[config.mk]
export PLATFORM = sky130hd
export DESIGN_NAME = integer_to_english_word_tokens_flat
export DESIGN_NICKNAME = d
export VERILOG_FILES = /design/src/hdl/i2e_pkg.sv /design/src/hdl/i2e_if.sv /design/src/hdl/i2e_bcd.sv /design/src/hdl/i2e_speller.sv /design/src/hdl/integer_to_english_word_tokens.sv /design/src/flat_wrapper.sv
export VERILOG_INCLUDE_DIRS = /design/src /design/src/hdl
export SDC_FILE = /design/constraint.sdc
export NUM_CORES = 1
export LEC_CHECK = 0
export BUFFER_PORTS_ARGS = -buffer_cell sky130_fd_sc_hd__buf_2
export CAP_MARGIN = 10
export CORE_ASPECT_RATIO = 1.1
export CORE_UTILIZATION = 35
export CTS_BUF_LIST = sky130_fd_sc_hd__clkbuf_8
export DETAILED_ROUTE_END_ITERATION = 10
export PLACE_DENSITY_LB_ADDON = 0.12
export SLEW_MARGIN = 15
export SYNTH_ARGS = -nofsm -noshare
export SYNTH_HDL_FRONTEND = slang
export SYNTH_HIERARCHICAL = 1
export SYNTH_SLANG_ARGS = --single-unit
export TNS_END_PERCENT = 5
[constraint.sdc]
create_clock -name clk -period 5 [get_ports clk]
set_input_delay 0.25 -clock clk [delete_from_list [all_inputs] [get_ports clk]]
set_output_delay 0.25 -clock clk [all_outputs]
set_load 0.005 [all_outputs]
[src/hdl/integer_to_english_word_tokens_assert.svh]
// ----------------------------------------------------------------------------
// Assertion macros for the integer to English words block
// Each macro expands to a labelled concurrent assertion in simulation and to
// nothing in synthesis. The using module must have clk and rst in scope.
// ----------------------------------------------------------------------------
`ifndef INTEGER_TO_ENGLISH_WORD_TOKENS_ASSERT_SVH
`define INTEGER_TO_ENGLISH_WORD_TOKENS_ASSERT_SVH

`ifndef SYNTHESIS
// Check that prop holds at every edge outside reset.
`define I2E_ASSERT(lbl, prop, msg) \
  lbl: assert property (@(posedge clk) disable iff (rst) (prop)) else $error(msg);
// Check that post holds in the cycle after pre.
`define I2E_ASSERT_NEXT(lbl, pre, post, msg) \
  lbl: assert property (@(posedge clk) disable iff (rst) (pre) |=> (post)) else $error(msg);
`else
`define I2E_ASSERT(lbl, prop, msg)
`define I2E_ASSERT_NEXT(lbl, pre, post, msg)
`endif

`endif

[src/hdl/i2e_pkg.sv]
// ----------------------------------------------------------------------------
// i2e_pkg
// Widths, word codes and the converter-to-speller handoff type.
// ----------------------------------------------------------------------------
package i2e_pkg;

  localparam int VALUE_W    = 31;
  localparam int WORD_W     = 5;
  localparam int BCD_DIGITS = 10;
  localparam int BCD_W      = 4 * BCD_DIGITS;
  localparam int SHIFT_CNT_W = $clog2(VALUE_W + 1);

  // Word codes
  localparam logic [WORD_W-1:0] W_ZERO       = 5'd0;
  localparam logic [WORD_W-1:0] W_TEN        = 5'd10;
  localparam logic [WORD_W-1:0] W_TENS_BASE  = 5'd18;  // Twenty is code 20 for tens digit 2
  localparam logic [WORD_W-1:0] W_HUNDRED    = 5'd28;
  localparam logic [WORD_W-1:0] W_SCALE_BASE = 5'd28;  // Thousand is code 29 for group 1

  typedef struct packed {
    logic             valid;
    logic [BCD_W-1:0] digits;
  } i2e_bcd_t;

endpackage

[src/hdl/i2e_if.sv]
// ----------------------------------------------------------------------------
// i2e channel interfaces
// Valid/ready channels for the input number and the output word tokens.
// ----------------------------------------------------------------------------
interface i2e_in_if;
  import i2e_pkg::*;
  logic               valid;
  logic               ready;
  logic [VALUE_W-1:0] value;
  modport source (output valid, output value, input ready);
  modport sink   (input valid, input value, output ready);
endinterface

interface i2e_out_if;
  import i2e_pkg::*;
  logic              valid;
  logic              ready;
  logic [WORD_W-1:0] word_code;
  logic              last_word;
  modport source (output valid, output word_code, output last_word, input ready);
  modport sink   (input valid, input word_code, input last_word, output ready);
endinterface

[src/hdl/i2e_bcd.sv]
// ----------------------------------------------------------------------------
// i2e_bcd
// Bit-serial binary to BCD converter (shift and add three), one bit a cycle.
// ----------------------------------------------------------------------------
`include "integer_to_english_word_tokens_assert.svh"

module i2e_bcd
  import i2e_pkg::*;
(
  input  logic         clk,
  input  logic         rst,
  i2e_in_if.sink       din,
  output i2e_bcd_t     res,
  input  logic         res_ready
);

  typedef enum logic [1:0] {IDLE, SHIFT, HOLD} state_t;

  state_t                 state;
  logic [VALUE_W-1:0]     bin;
  logic [BCD_W-1:0]       bcd;
  logic [BCD_W-1:0]       adj;
  logic [SHIFT_CNT_W-1:0] cnt;

  // Add three to every digit of five or more before the shift.
  always_comb begin
    for (int i = 0; i < BCD_DIGITS; i++) begin
      adj[4*i +: 4] = (bcd[4*i +: 4] >= 4'd5) ? bcd[4*i +: 4] + 4'd3 : bcd[4*i +: 4];
    end
  end

  assign din.ready  = (state == IDLE);
  assign res.valid  = (state == HOLD);
  assign res.digits = bcd;

  always_ff @(posedge clk) begin
    if (rst) begin
      state <= IDLE;
      cnt   <= '0;
    end else begin
      unique case (state)
        IDLE: begin
          if (din.valid) begin
            bin   <= din.value;
            bcd   <= '0;
            cnt   <= '0;
            state <= SHIFT;
          end
        end
        SHIFT: begin
          bcd <= {adj[BCD_W-2:0], bin[VALUE_W-1]};
          bin <= {bin[VALUE_W-2:0], 1'b0};
          cnt <= cnt + 1'b1;
          if (cnt == SHIFT_CNT_W'(VALUE_W - 1)) begin
            state <= HOLD;
          end
        end
        HOLD: begin
          if (res_ready) begin
            state <= IDLE;
          end
        end
        default: state <= IDLE;
      endcase
    end
  end

  `I2E_ASSERT(a_hold_after_all_bits, (state != HOLD) || (cnt == SHIFT_CNT_W'(VALUE_W)), "conversion ended early")
  `I2E_ASSERT_NEXT(a_handoff_frees, (state == HOLD) && res_ready, state == IDLE, "converter held after handoff")

endmodule

[src/hdl/i2e_speller.sv]
// ----------------------------------------------------------------------------
// i2e_speller
// Walks the BCD digits a group of three at a time and emits word tokens.
// ----------------------------------------------------------------------------
`include "integer_to_english_word_tokens_assert.svh"

module i2e_speller
  import i2e_pkg::*;
(
  input  logic      clk,
  input  logic      rst,
  input  i2e_bcd_t  bcd,
  output logic      bcd_ready,
  i2e_out_if.source dout
);

  localparam int DIG_W = 48;  // four groups of three digits

  typedef enum logic [2:0] {IDLE, ZERO, HDIG, HWORD, TENS, UNITS, SCALE} state_t;

  state_t             state;
  logic [DIG_W-1:0]   dig;
  logic [1:0]         grp;
  logic               ovalid;
  logic [WORD_W-1:0]  ocode;
  logic               olast;

  logic [3:0] d2, d1, d0;
  logic       grp_zero, rest_zero, tail_none, take, emit;

  assign d2        = dig[47:44];
  assign d1        = dig[43:40];
  assign d0        = dig[39:36];
  assign grp_zero  = (dig[47:36] == '0);
  assign rest_zero = (dig[35:0] == '0);
  assign tail_none = (grp == 2'd0) && rest_zero;
  assign take      = !ovalid || dout.ready;

  // The current state has a word to put out (skipped parts have none)
  always_comb begin
    unique case (state)
      ZERO:    emit = 1'b1;
      HDIG:    emit = !grp_zero && (d2 != 4'd0);
      HWORD:   emit = 1'b1;
      TENS:    emit = (d1 != 4'd0);
      UNITS:   emit = (d0 != 4'd0);
      SCALE:   emit = 1'b1;
      default: emit = 1'b0;
    endcase
  end

  assign bcd_ready      = (state == IDLE);
  assign dout.valid     = ovalid;
  assign dout.word_code = ocode;
  assign dout.last_word = olast;

  always_ff @(posedge clk) begin
    if (rst) begin
      state  <= IDLE;
      ovalid <= 1'b0;
      grp    <= '0;
    end else begin
      // Load a new word when one is put out, otherwise hold until taken
      ovalid <= (emit && take) || (ovalid && !dout.ready);
      unique case (state)
        IDLE: begin
          if (bcd.valid) begin
            dig   <= {{(DIG_W - BCD_W){1'b0}}, bcd.digits};
            grp   <= 2'd3;
            state <= (bcd.digits == '0) ? ZERO : HDIG;
          end
        end
        ZERO: begin
          if (take) begin
            ocode  <= W_ZERO;
            olast  <= 1'b1;
            state  <= IDLE;
          end
        end
        HDIG: begin
          if (grp_zero) begin
            if (grp == 2'd0) begin
              state <= IDLE;
            end else begin
              dig <= {dig[DIG_W-13:0], 12'b0};
              grp <= grp - 1'b1;
            end
          end else if (d2 == 4'd0) begin
            state <= TENS;
          end else if (take) begin
            ocode  <= {1'b0, d2};
            olast  <= 1'b0;
            state  <= HWORD;
          end
        end
        HWORD: begin
          if (take) begin
            ocode  <= W_HUNDRED;
            olast  <= (d1 == 4'd0) && (d0 == 4'd0) && tail_none;
            state  <= TENS;
          end
        end
        TENS: begin
          if (d1 == 4'd0) begin
            state <= UNITS;
          end else if (take) begin
            if (d1 == 4'd1) begin
              ocode <= W_TEN + {1'b0, d0};
              olast <= tail_none;
              state <= (grp == 2'd0) ? IDLE : SCALE;
            end else begin
              ocode <= W_TENS_BASE + {1'b0, d1};
              olast <= (d0 == 4'd0) && tail_none;
              state <= UNITS;
            end
          end
        end
        UNITS: begin
          if (d0 == 4'd0) begin
            state <= (grp == 2'd0) ? IDLE : SCALE;
          end else if (take) begin
            ocode  <= {1'b0, d0};
            olast  <= tail_none;
            state  <= (grp == 2'd0) ? IDLE : SCALE;
          end
        end
        SCALE: begin
          if (take) begin
            ocode  <= W_SCALE_BASE + {3'b0, grp};
            olast  <= rest_zero;
            dig    <= {dig[DIG_W-13:0], 12'b0};
            grp    <= grp - 1'b1;
            state  <= HDIG;
          end
        end
        default: state <= IDLE;
      endcase
    end
  end

  `I2E_ASSERT(a_scale_not_units, (state != SCALE) || (grp != 2'd0), "scale word for units group")
  `I2E_ASSERT(a_hundred_has_digit, (state != HWORD) || (d2 != 4'd0), "Hundred without digit")

endmodule

[src/hdl/integer_to_english_word_tokens.sv]
// ----------------------------------------------------------------------------
// integer_to_english_word_tokens
// Spells a 31-bit unsigned integer as a run of English word codes.
// ----------------------------------------------------------------------------
//  channel | dir | payload                     | notes
//  din     | in  | value[30:0]                 | one number per item
//  dout    | out | word_code[4:0], last_word   | one word per item, 1..16 per number
//
//  A number is converted to ten BCD digits one bit a cycle by the bit-serial
//  converter, which loads it, shifts in every bit and holds the result until
//  the speller takes it. The speller then emits one word a cycle while dout
//  takes them and steps past each skipped part; it spells while the next number
//  converts. Reset (rst, synchronous) empties both stages and the output
//  register. A stall on dout holds the output word and the speller; din then
//  backs up once the converter has a finished number waiting.
// ----------------------------------------------------------------------------
module integer_to_english_word_tokens
  import i2e_pkg::*;
(
  input  logic      clk,
  input  logic      rst,
  i2e_in_if.sink    din,
  i2e_out_if.source dout
);

  // Handoff of one converted number from the converter to the speller
  i2e_bcd_t bcd;
  logic     bcd_ready;

  // Binary to decimal, one bit a cycle
  i2e_bcd u_bcd (
    .clk       (clk),
    .rst       (rst),
    .din       (din),
    .res       (bcd),
    .res_ready (bcd_ready)
  );

  // Decimal digits to word tokens, one word a cycle while dout takes them, through the output register
  i2e_speller u_speller (
    .clk       (clk),
    .rst       (rst),
    .bcd       (bcd),
    .bcd_ready (bcd_ready),
    .dout      (dout)
  );

endmodule

[src/flat_wrapper.sv]
// flat-port wrapper written by rule: the top's interface ports become plain ports
module integer_to_english_word_tokens_flat import i2e_pkg::*;
  (clk, rst, din_valid, din_value, din_ready, dout_valid, dout_word_code, dout_last_word, dout_ready);
  i2e_in_if din_i ();
  i2e_out_if dout_i ();
  input  logic clk;
  input  logic rst;
  input wire logic [$bits(din_i.valid)-1:0] din_valid;
  input wire logic [$bits(din_i.value)-1:0] din_value;
  output wire logic [$bits(din_i.ready)-1:0] din_ready;
  output wire logic [$bits(dout_i.valid)-1:0] dout_valid;
  output wire logic [$bits(dout_i.word_code)-1:0] dout_word_code;
  output wire logic [$bits(dout_i.last_word)-1:0] dout_last_word;
  input wire logic [$bits(dout_i.ready)-1:0] dout_ready;
  assign din_i.valid = din_valid;
  assign din_i.value = din_value;
  assign din_ready = din_i.ready;
  assign dout_valid = dout_i.valid;
  assign dout_word_code = dout_i.word_code;
  assign dout_last_word = dout_i.last_word;
  assign dout_i.ready = dout_ready;
  integer_to_english_word_tokens u_core (.clk(clk), .rst(rst), .din(din_i), .dout(dout_i));
endmodule
Yosys cells after proc, flatten, opt, wreduce, memory -nomap -nowiden
Index checks and enable logic that the tools add are counted.

cells by class
  add/subtract/negate cells = 15
  $lt $le $gt $ge = 10
  equality and inequality tests = 30
  multiplexer cells = 71
  bitwise gates (word level) = 1
  reductions and logical operators = 35

operator list
  kind                                                  count
  two-way mux 48 bit                                    4
  case mux 48 bit (3 select lines)                      1
  case mux 40 bit (2 select lines)                      1
  case mux 31 bit (2 select lines)                      1
  two-way mux 5 bit                                     12
  two-way mux 3 bit                                     15
  >= comparator 4 x 3 -> 1 bit (second input constant)  10
  zero test 40 bit                                      1
  two-way mux 40 bit                                    1
  adder 4 x 2 -> 4 bit (second input constant)          9
  zero test 36 bit                                      1
  two-way mux 4 bit                                     9
  two-way mux 31 bit                                    1
  inequality test 2 bit (second input constant)         15
  case mux 5 bit (6 select lines)                       1
  case mux 3 bit (7 select lines)                       1
  two-way mux 2 bit                                     8
  zero test 12 bit                                      1
  zero test 4 bit                                       3
  case mux 2 bit (3 select lines)                       2
  AND reduction 12 bit                                  1
  nonzero test 4 bit                                    3
  two-way mux 1 bit                                     11
  case mux 5 bit (2 select lines)                       1
  other kinds (33)                                      49

storage, ports and cells
  flip-flop bits (word level) = 138
  input port bits = 35
  output and inout port bits = 8
  logic and storage cells = 172

Depth between registers and ports, before layout
Gate-level depths: netlist (run 1).

  word-level depth = 7
  gate-level depth with buffers = 7
  gate-level depth less buffers = 7

By module
The synthesis (run 1) kept the hierarchy.

modules (own cells, without submodules)
  module       instances  cells each  area an instance (µm²)  seq. area each (µm²)
  i2e_bcd      1          405         4060.1                  2272.2
  i2e_speller  1          317         3175.5                  1741.7

Least setup slack after synthesis (run 1)
Ideal clock, no wire load.

  path kind = register to register
  start = reg u_core.u_speller.dig[41]
  end = reg u_core.u_speller.dig[0] (enable)
  setup time = 0.513 ns
  arrival = 4.584 ns
  data required time = 4.487 ns
  slack = -0.097 ns
  stages on the path, launching flop included = 6
  path buffers = 0
  clock period less this slack = 5.097 ns
  path through = edfxtp_1 -> nor4_4 -> nand4_2 -> a21oi_1 -> a31oi_1 -> nor3_1

on the way
  cells in the longest elaborated chain, start to end = 3

RTL lines
  element                          line                RTL
  from (decl)                      i2e_speller.sv:22   logic [DIG_W-1:0] dig;
  from (signal assigned)           i2e_speller.sv:68   dig <= {{(DIG_W - BCD_W){1'b0}}, bcd.digits};
  from (signal assigned)           i2e_speller.sv:85   dig <= {dig[DIG_W-13:0], 12'b0};
  from (signal assigned)           i2e_speller.sv:131  dig <= {dig[DIG_W-13:0], 12'b0};
  zero test 12 bit                 i2e_speller.sv:34   assign grp_zero = (dig[47:36] == '0);
  inequality test 2 bit (no line)  -
  AND reduction 6 bit (no line)    -

Every way passes these cells.
A chain may end at the register's enable or synchronous reset.

Final worst setup path (run 1)
  start = reg u_core.u_speller.dig[41]
  end = reg u_core.u_speller.dig[12] (enable)

Same word-level chain as after synthesis.

==> impl_results.md, run 1 <==
- Run status: finished with violations
- Failing checks: design-rule violations
- Most common cell in the synthesized netlist: nand2_1
- Fin. max-slew vios: 0
- Max-cap violation count: 0
- Reg2Reg Depth: 6
- Die W: 139 um
- Synth cell count leaders: nand2_1 (234), edfxtp_1 (125), nor2_1 (44)
- Avg Vias per Cell: 5.08
- Crit Path Class: reg -> reg
- Synth Area in Adders: 0.0432
- CTS tree: yes
- Max Clk Rate: 389 MHz
- Syn Area/Cell: 10.0 sq um
- Most used flip-flop cell after synthesis: edfxtp_1
- Total track usage: 0.157
- Largest net degree at the start of global routing: 49
- CP Launch Type: register
- DP Worst Slack: 2450 ps
- Placed Area: 0.00768 sq mm
- Simple-Gate Fraction of Synth Area: 0.240
- Die area: 0.0213 sq mm
- XOR/XNOR Fraction of Synth Area: 0.0133
- RSZ-0062 raised after global routing: false
- CP Max Fanout: 48
- LEAKAGE: 3.14 nW
- Cts repair resizes: 0
- Placed cell count: 991
- Compound-Gate Fraction of Synth Area: 0.0782
- # rows: 54
- Worst min path class: in -> reg
- DIE HEIGHT: 153 um
- Worst-Margin Slew: 1010 ps
- Worst setup margin: 2430 ps
- Combinational family with the most area after synthesis: simple AND/OR/NAND/NOR gates
- Met3 Track Usage GR: 0.0324
- Share of layout cells above drive strength 1: 0.135
- Nets: 818
- Post-synthesis register bit count: 138
- Hold Fails Final Rpt: 0
- Asr flop ratio synth: 0
- WP data required: 5080 ps
- DRT antenna net count: 0
- Worst relative slew slack: 0.327
- Initial DRC count: 341
- Initial antenna violation count: 0
- Ranking of synthesized cells by area: edfxtp_1 (52%), nand2_1 (12%), ha_1 (4.3%), dfxtp_1 (3.6%), nor2_1 (2.3%)
- Power Density: 409 mW/mm^2
- Post-synth top area cell: edfxtp_1
- Clock Latency Late Sink: 450 ps
- Utilization after layout: 0.404
- Mux cell area share after synthesis: 0.0351
- Tot Pwr: 3.31 mW
- Type of destination of the critical path: register
- Cells after synthesis: 722
- Data arrival, critical path: 2650 ps
- Clock Path Buffers: 2
- N_diodes: 0
- Number of flops mapped to enable cells by yosys: 125
- RePlAce Congestion: 0.838
- Vias: 5193
- Post-Route WL: 15800 um
- Ys Warns: 6
- Port-buffer cells: 42
- I/O pin cnt: 43
- Synth cell types: 60
- Cts bufs inserted: 17
- Post-Syn Area: 0.00724 sq mm
- Post-Syn Nets: 782
- GRT overflow: 0
- Fin cells: 1023
- Number of global-route vias before repair: 5171
- Clock Skew: 13.8 ps
- Final setup violation count: 0
- VDD IR max: 167 uV
- Tcrit/Tclk final: 0.514
- Total setup buffers inserted after CTS: 0
- Setup_tns: 0 ps
- Core Footprint: 0.0201 sq mm
- Fraction of the yosys area taken by sequential cells: 0.555
- Drt pass-1 iters: 7
- Clock sinks: 138
- Hold-critical path depth: 3
- DRC violations left: 3
- Fill cells: 2001
- Root Buffer: clkbuf_8
- Fin crit period: 2570 ps
- Initial Util: 0.361
- H-Tree Depth: 4
- GR Layer Usage met1: 0.195
- GRT busiest layer: met2
- WL per Instance: 15.4 um
- Fin Hold WS: 63.4 ps
- Grt met2 use: 0.266
- Post-DP HPWL: 10800 um
- Clk slew on worst S/H paths: 80 ps
- First-pass GRT wire length: 26200 um
- Top-area cell type share of the netlist area: 0.519
- Post-CTS Hold Fix Bufs: 0
- R2r setup slk: 2430 ps
- Area growth from synthesis to layout: 11.9%
- Final std cell area, no fill: 0.00810 sq mm
-- metal layers --
| layer | wire (um) | part of all wire |
|---|---|---|
| met3 | 445 | 0.028 |
| met4 | 306 | 0.019 |
| met1 | 7350 | 0.47 |
| met5 | 0 | 0 |
| met2 | 7660 | 0.49 |
-- worst max-delay path, cell delays in order, from the launching register on --
cell and delay, ps:
edfxtp_1 520, nor4_4 510, nand4_2 230, a21oi_1 190, a31oi_1 80, nor3_4 130
buf_4 520
-- cells in the final DEF, fill, tap and decap left out, drive strengths merged, types with 5 or more instances in the layout --
| master | n |
|---|---|
| mux2i | 13 |
| ha | 25 |
| nor3 | 18 |
| nand2 | 234 |
| and2 | 23 |
| nor4 | 20 |
| mux2 | 11 |
| edfxtp | 125 |
| nand3 | 6 |
| nand2b | 14 |
| o21ai | 20 |
| inv | 28 |
| clkbuf | 17 |
| dfxtp | 13 |
| buf | 48 |
| xor2 | 11 |
| a21oi | 30 |
| nor2b | 5 |
| clkinv | 7 |
| nor2 | 44 |
-- flip-flops by register name, indices dropped and copies added (netlist names) --
signal                           count
u_core/u_bcd/bcd                    40
u_core/u_bcd/bin                    31
u_core/u_bcd/cnt                     5
u_core/u_bcd/state                   2
u_core/u_speller/dig                48
u_core/u_speller/dout.last_word      1
u_core/u_speller/dout.valid          1
u_core/u_speller/dout.word_code      5
u_core/u_speller/grp                 2
u_core/u_speller/state               3
-- layout make-up --
type                       instances  area [sq um]  area share
clock buffer                      17           234      0.0289
tap                              252           315      0.0389
sequential                       138          4010       0.496
multi-input combinational        526          3000       0.370
inverter                          27           101      0.0125
timing repair buffer              48           255      0.0315
clock inverter                    15           183      0.0226
-- logic make-up (layout without fill, tap and decap cells) --
family | count (synthesis) | after routing
flops | 138 | 138
fa+ha+maj | 25 | 25
compound gates | 85 | 85
mux | 24 | 24
simple gates | 381 | 381
xor+xnor | 11 | 11
buf+inv | 58 | 107
-- final timing paths --
kind / startpoint / endpoint
min: din_value[19] / u_core/u_bcd/bin[19]$_DFFE_PP_
min reg2reg: u_core/u_bcd/cnt[4]$_SDFFE_PP0P_ / u_core/u_bcd/cnt[4]$_SDFFE_PP0P_
max: u_core/u_speller/dig[41]$_SDFFCE_PP0P_ / u_core/u_speller/dig[12]$_DFFE_PP_
max reg2reg: u_core/u_speller/dig[41]$_SDFFCE_PP0P_ / u_core/u_speller/dig[12]$_DFFE_PP_
-- power breakdown --
part | internal (mW) | switching [mW] | total [mW]
clock network | 0.534 | 0.441 | 0.975
logic | 0.282 | 0.475 | 0.756
registers | 1.45 | 0.133 | 1.58
total | 2.26 | 1.05 | 3.31
Power figures use the tool's default switching activity.
==> run 2, diff against run 1 <==
==> constraint.sdc (replaced) <==
create_clock -name clk -period 2.6 [get_ports clk]
set_input_delay 0.13 -clock clk [delete_from_list [all_inputs] [get_ports clk]]
set_output_delay 0.13 -clock clk [all_outputs]
set_load 0.005 [all_outputs]
==> impl_results.md, run 2 (synthesis gave the netlist of run 1 again) <==
- RePlAce Congestion: 0.834 (-0.54%)
- H-Tree Depth: 4 (unchanged)
- DRC violations left: 2 (-1)
- Worst Hold Launch: dout_ready
- Worst setup margin: 303 ps (-2130 ps)
- Total track usage: 0.154 (-0.00309)
- Failing checks: design-rule violations
- Worst path buffer plus inverter count: 1 (unchanged)
- Clock Path Buffers: 2 (unchanged)
- Clock sinks: 138 (unchanged)
- Sw frac: 0.316 (-0.000982)
- Largest register FFs: 48 (unchanged)
- Max-cap violation count: 0 (unchanged)
- Tot Pwr: 6.48 mW (+96%)
- R2r setup slk: 300 ps (-2130 ps)
- VDD IR max: 345 uV (+110%)
- Area growth from synthesis to layout: 17.7%
- Data arrival, critical path: 2430 ps (-220 ps)
- Run status: finished with violations
- CP Launch Type: register
- Most frequent cells in the layout: nand2_1 (234), edfxtp_1 (125), buf_2 (42), nor2_1 (42), dlygate4sd3_1 (31)
- CTS tree: yes
- Combinational power share: 0.245 (+0.016)
- Clock power share: 0.296 (about the same)
- Setup_tns: 0 ps (unchanged)
- Post-DP HPWL: 10600 um (-1.5%)
- Share of layout cells above drive strength 1: 0.137 (+0.00249)
- N_diodes: 0 (unchanged)
- Port-buffer cells: 42 (unchanged)
- DRT antenna net count: 0 (unchanged)
- Number of global-route vias before repair: 5126 (-0.87%)
- Largest register by flop count: u_core/u_speller/dig
- Biggest regs: u_core/u_speller/dig: 48 flops, u_core/u_bcd/bcd: 40 flops, u_core/u_bcd/bin: 31 flops
- Drt pass-1 iters: 8 (+1)
- CP Max Fanout: 48 (unchanged)
- Slowest CP cell: edfxtp_1
- Max Clk Rate: 435 MHz (+12%)
- Worst relative slew slack: 0.478 (+0.151)
- RSZ-0062 raised after global routing: false
- Die area: 0.0213 sq mm (unchanged)
- Fin crit period: 2300 ps (-275 ps)
- Post-Route WL: 15600 um (-0.78%)
- Largest net degree at the start of global routing: 75 (+53%)
- Fin Hold WS: 54.1 ps (-9.28 ps)
- GRT overflow: 0 (unchanged)
- Final setup violation count: 0 (unchanged)
- WP data required: 2730 ps (-2350 ps)
- Vias: 5241 (+0.92%)
- DP Worst Slack: 322 ps (-2120 ps)
- Die W: 139 um (unchanged)
- Clock Skew: 11.0 ps (-2.85 ps)
- Initial DRC count: 253 (-26%)
- CP max stage delay: 520 ps (about the same)
- LEAKAGE: 3.31 nW (+5.6%)
- Crit Path Class: reg -> reg
- DIE HEIGHT: 153 um (unchanged)
- Initial antenna violation count: 0 (unchanged)
- Hold-critical path depth: 3 (unchanged)
- Root Buffer: clkbuf_8
- Total setup buffers inserted after CTS: 0 (unchanged)
- Crit-path cells: nor4_4 > nand4_2 > a21oi_1 > a31oi_1 > nor3_4 > buf_12
- Utilization after layout: 0.425 (+0.0210)
- Clock Latency Late Sink: 450 ps (about the same)
- Power Density: 761 mW/mm^2 (+86%)
- Reg2reg start: u_core/u_speller/dig[41]$_SDFFCE_PP0P_
- # rows: 54 (unchanged)
- Sw power: 2.05 mW (+95%)
- Cts bufs inserted: 17 (unchanged)
- Seq pwr share: 0.459 (-0.018)
- Critical Path Start: u_core/u_speller/dig[41]$_SDFFCE_PP0P_
- Internal power: 4.44 mW (+96%)
- Crit path to: u_core/u_speller/dig[15]$_DFFE_PP_
- Tcrit/Tclk final: 0.883 (+0.369)
- I/O pin cnt: 43 (unchanged)
- Worst-Margin Slew: 777 ps (-230 ps)
- Cts repair resizes: 0 (unchanged)
- Worst min path class: in -> reg
- Initial Util: 0.361 (unchanged)
- Commonest non-fill, non-tap cell in the layout: nand2_1
- Reg-to-reg endpoint: u_core/u_speller/dig[15]$_DFFE_PP_
- WL per Instance: 14.8 um (-4.2%)
- Worst path depth: 6 (unchanged)
- Avg Vias per Cell: 4.94 (-2.6%)
- Reg2Reg Depth: 6 (unchanged)
- CP delay by family, top: simple AND/OR/NAND/NOR gates
- Clk slew on worst S/H paths: 80 ps (about the same)
- Core Footprint: 0.0201 sq mm (unchanged)
- Type of destination of the critical path: register
- First-pass GRT wire length: 25500 um (-2.6%)
- Nets: 855 (+4.5%)
- Fin. max-slew vios: 0 (unchanged)
- Hold Fails Final Rpt: 0 (unchanged)
## run 2: changes by cell type in the layout (fill, tap and decap cells not counted), sizes merged
cell | previous run | this run
clkinv | 7 | 6
dlygate4sd3 | 0 | 31
inv | 28 | 29
buf | 48 | 54
## run 2: worst register-to-register path, stage by stage (launching register included)
cell and delay [ps]:
edfxtp_1 520, nor4_4 480, nand4_2 220, a21oi_1 200, a31oi_1 90, nor3_4 180, buf_12 280
## run 2: worst min path at each step
| stage | to | slack (ps) |
|---|---|---|
| after floorplan | u_core/u_bcd/bin[10]$_DFFE_PP_ | 310 |
| after global placement | u_core/u_bcd/bin[21]$_DFFE_PP_ | 390 |
| after detailed placement | u_core/u_bcd/bin[14]$_DFFE_PP_ | 400 |
| after CTS | u_core/u_speller/dout.valid$_SDFF_PP0_ | 20 |
| after global routing | u_core/u_speller/dout.valid$_SDFF_PP0_ | 60 |
| final | u_core/u_speller/dout.valid$_SDFF_PP0_ | 50 |
## run 2: through the flow
step                      cells  area (sq um)
after detailed placement    997          7780
after global placement      997          7780
final                      1060          8520
after global routing       1060          8520
after CTS                  1060          8520
after floorplan             722          7250
## run 2: timing repair
action,4_1_cts,5_1_grt
hold buffers,31,0
setup endpoints to repair,0,0
endpoints found under the hold margin,31,0
## run 2: layer usage
metal	wire, um	GRT usage
met3	460	0.0289
met2	7930	0.269
met4	235	0.0640
met5	0	0
met1	7010	0.185
## run 2: power by group through the flow
stage               Sequential, mW  Clock, mW  Combinational (mW)
global placement              3.02          0                1.56
finish                        2.97       1.92                1.59
global route                  3.01       2.07                1.80
detailed placement            3.02          0                1.57
CTS                           2.97       1.99                1.61
floorplan                     2.94          0                1.20
## run 2: layout make-up
cell class	instances	area, sq um
Clock buffer	17	234
Clock inverter	15	199
Fill cell	1952	11500
Inverter	27	101
Multi-Input combinational cell	526	3000
Sequential cell	138	4010
Tap cell	252	315
Timing Repair Buffer	85	661
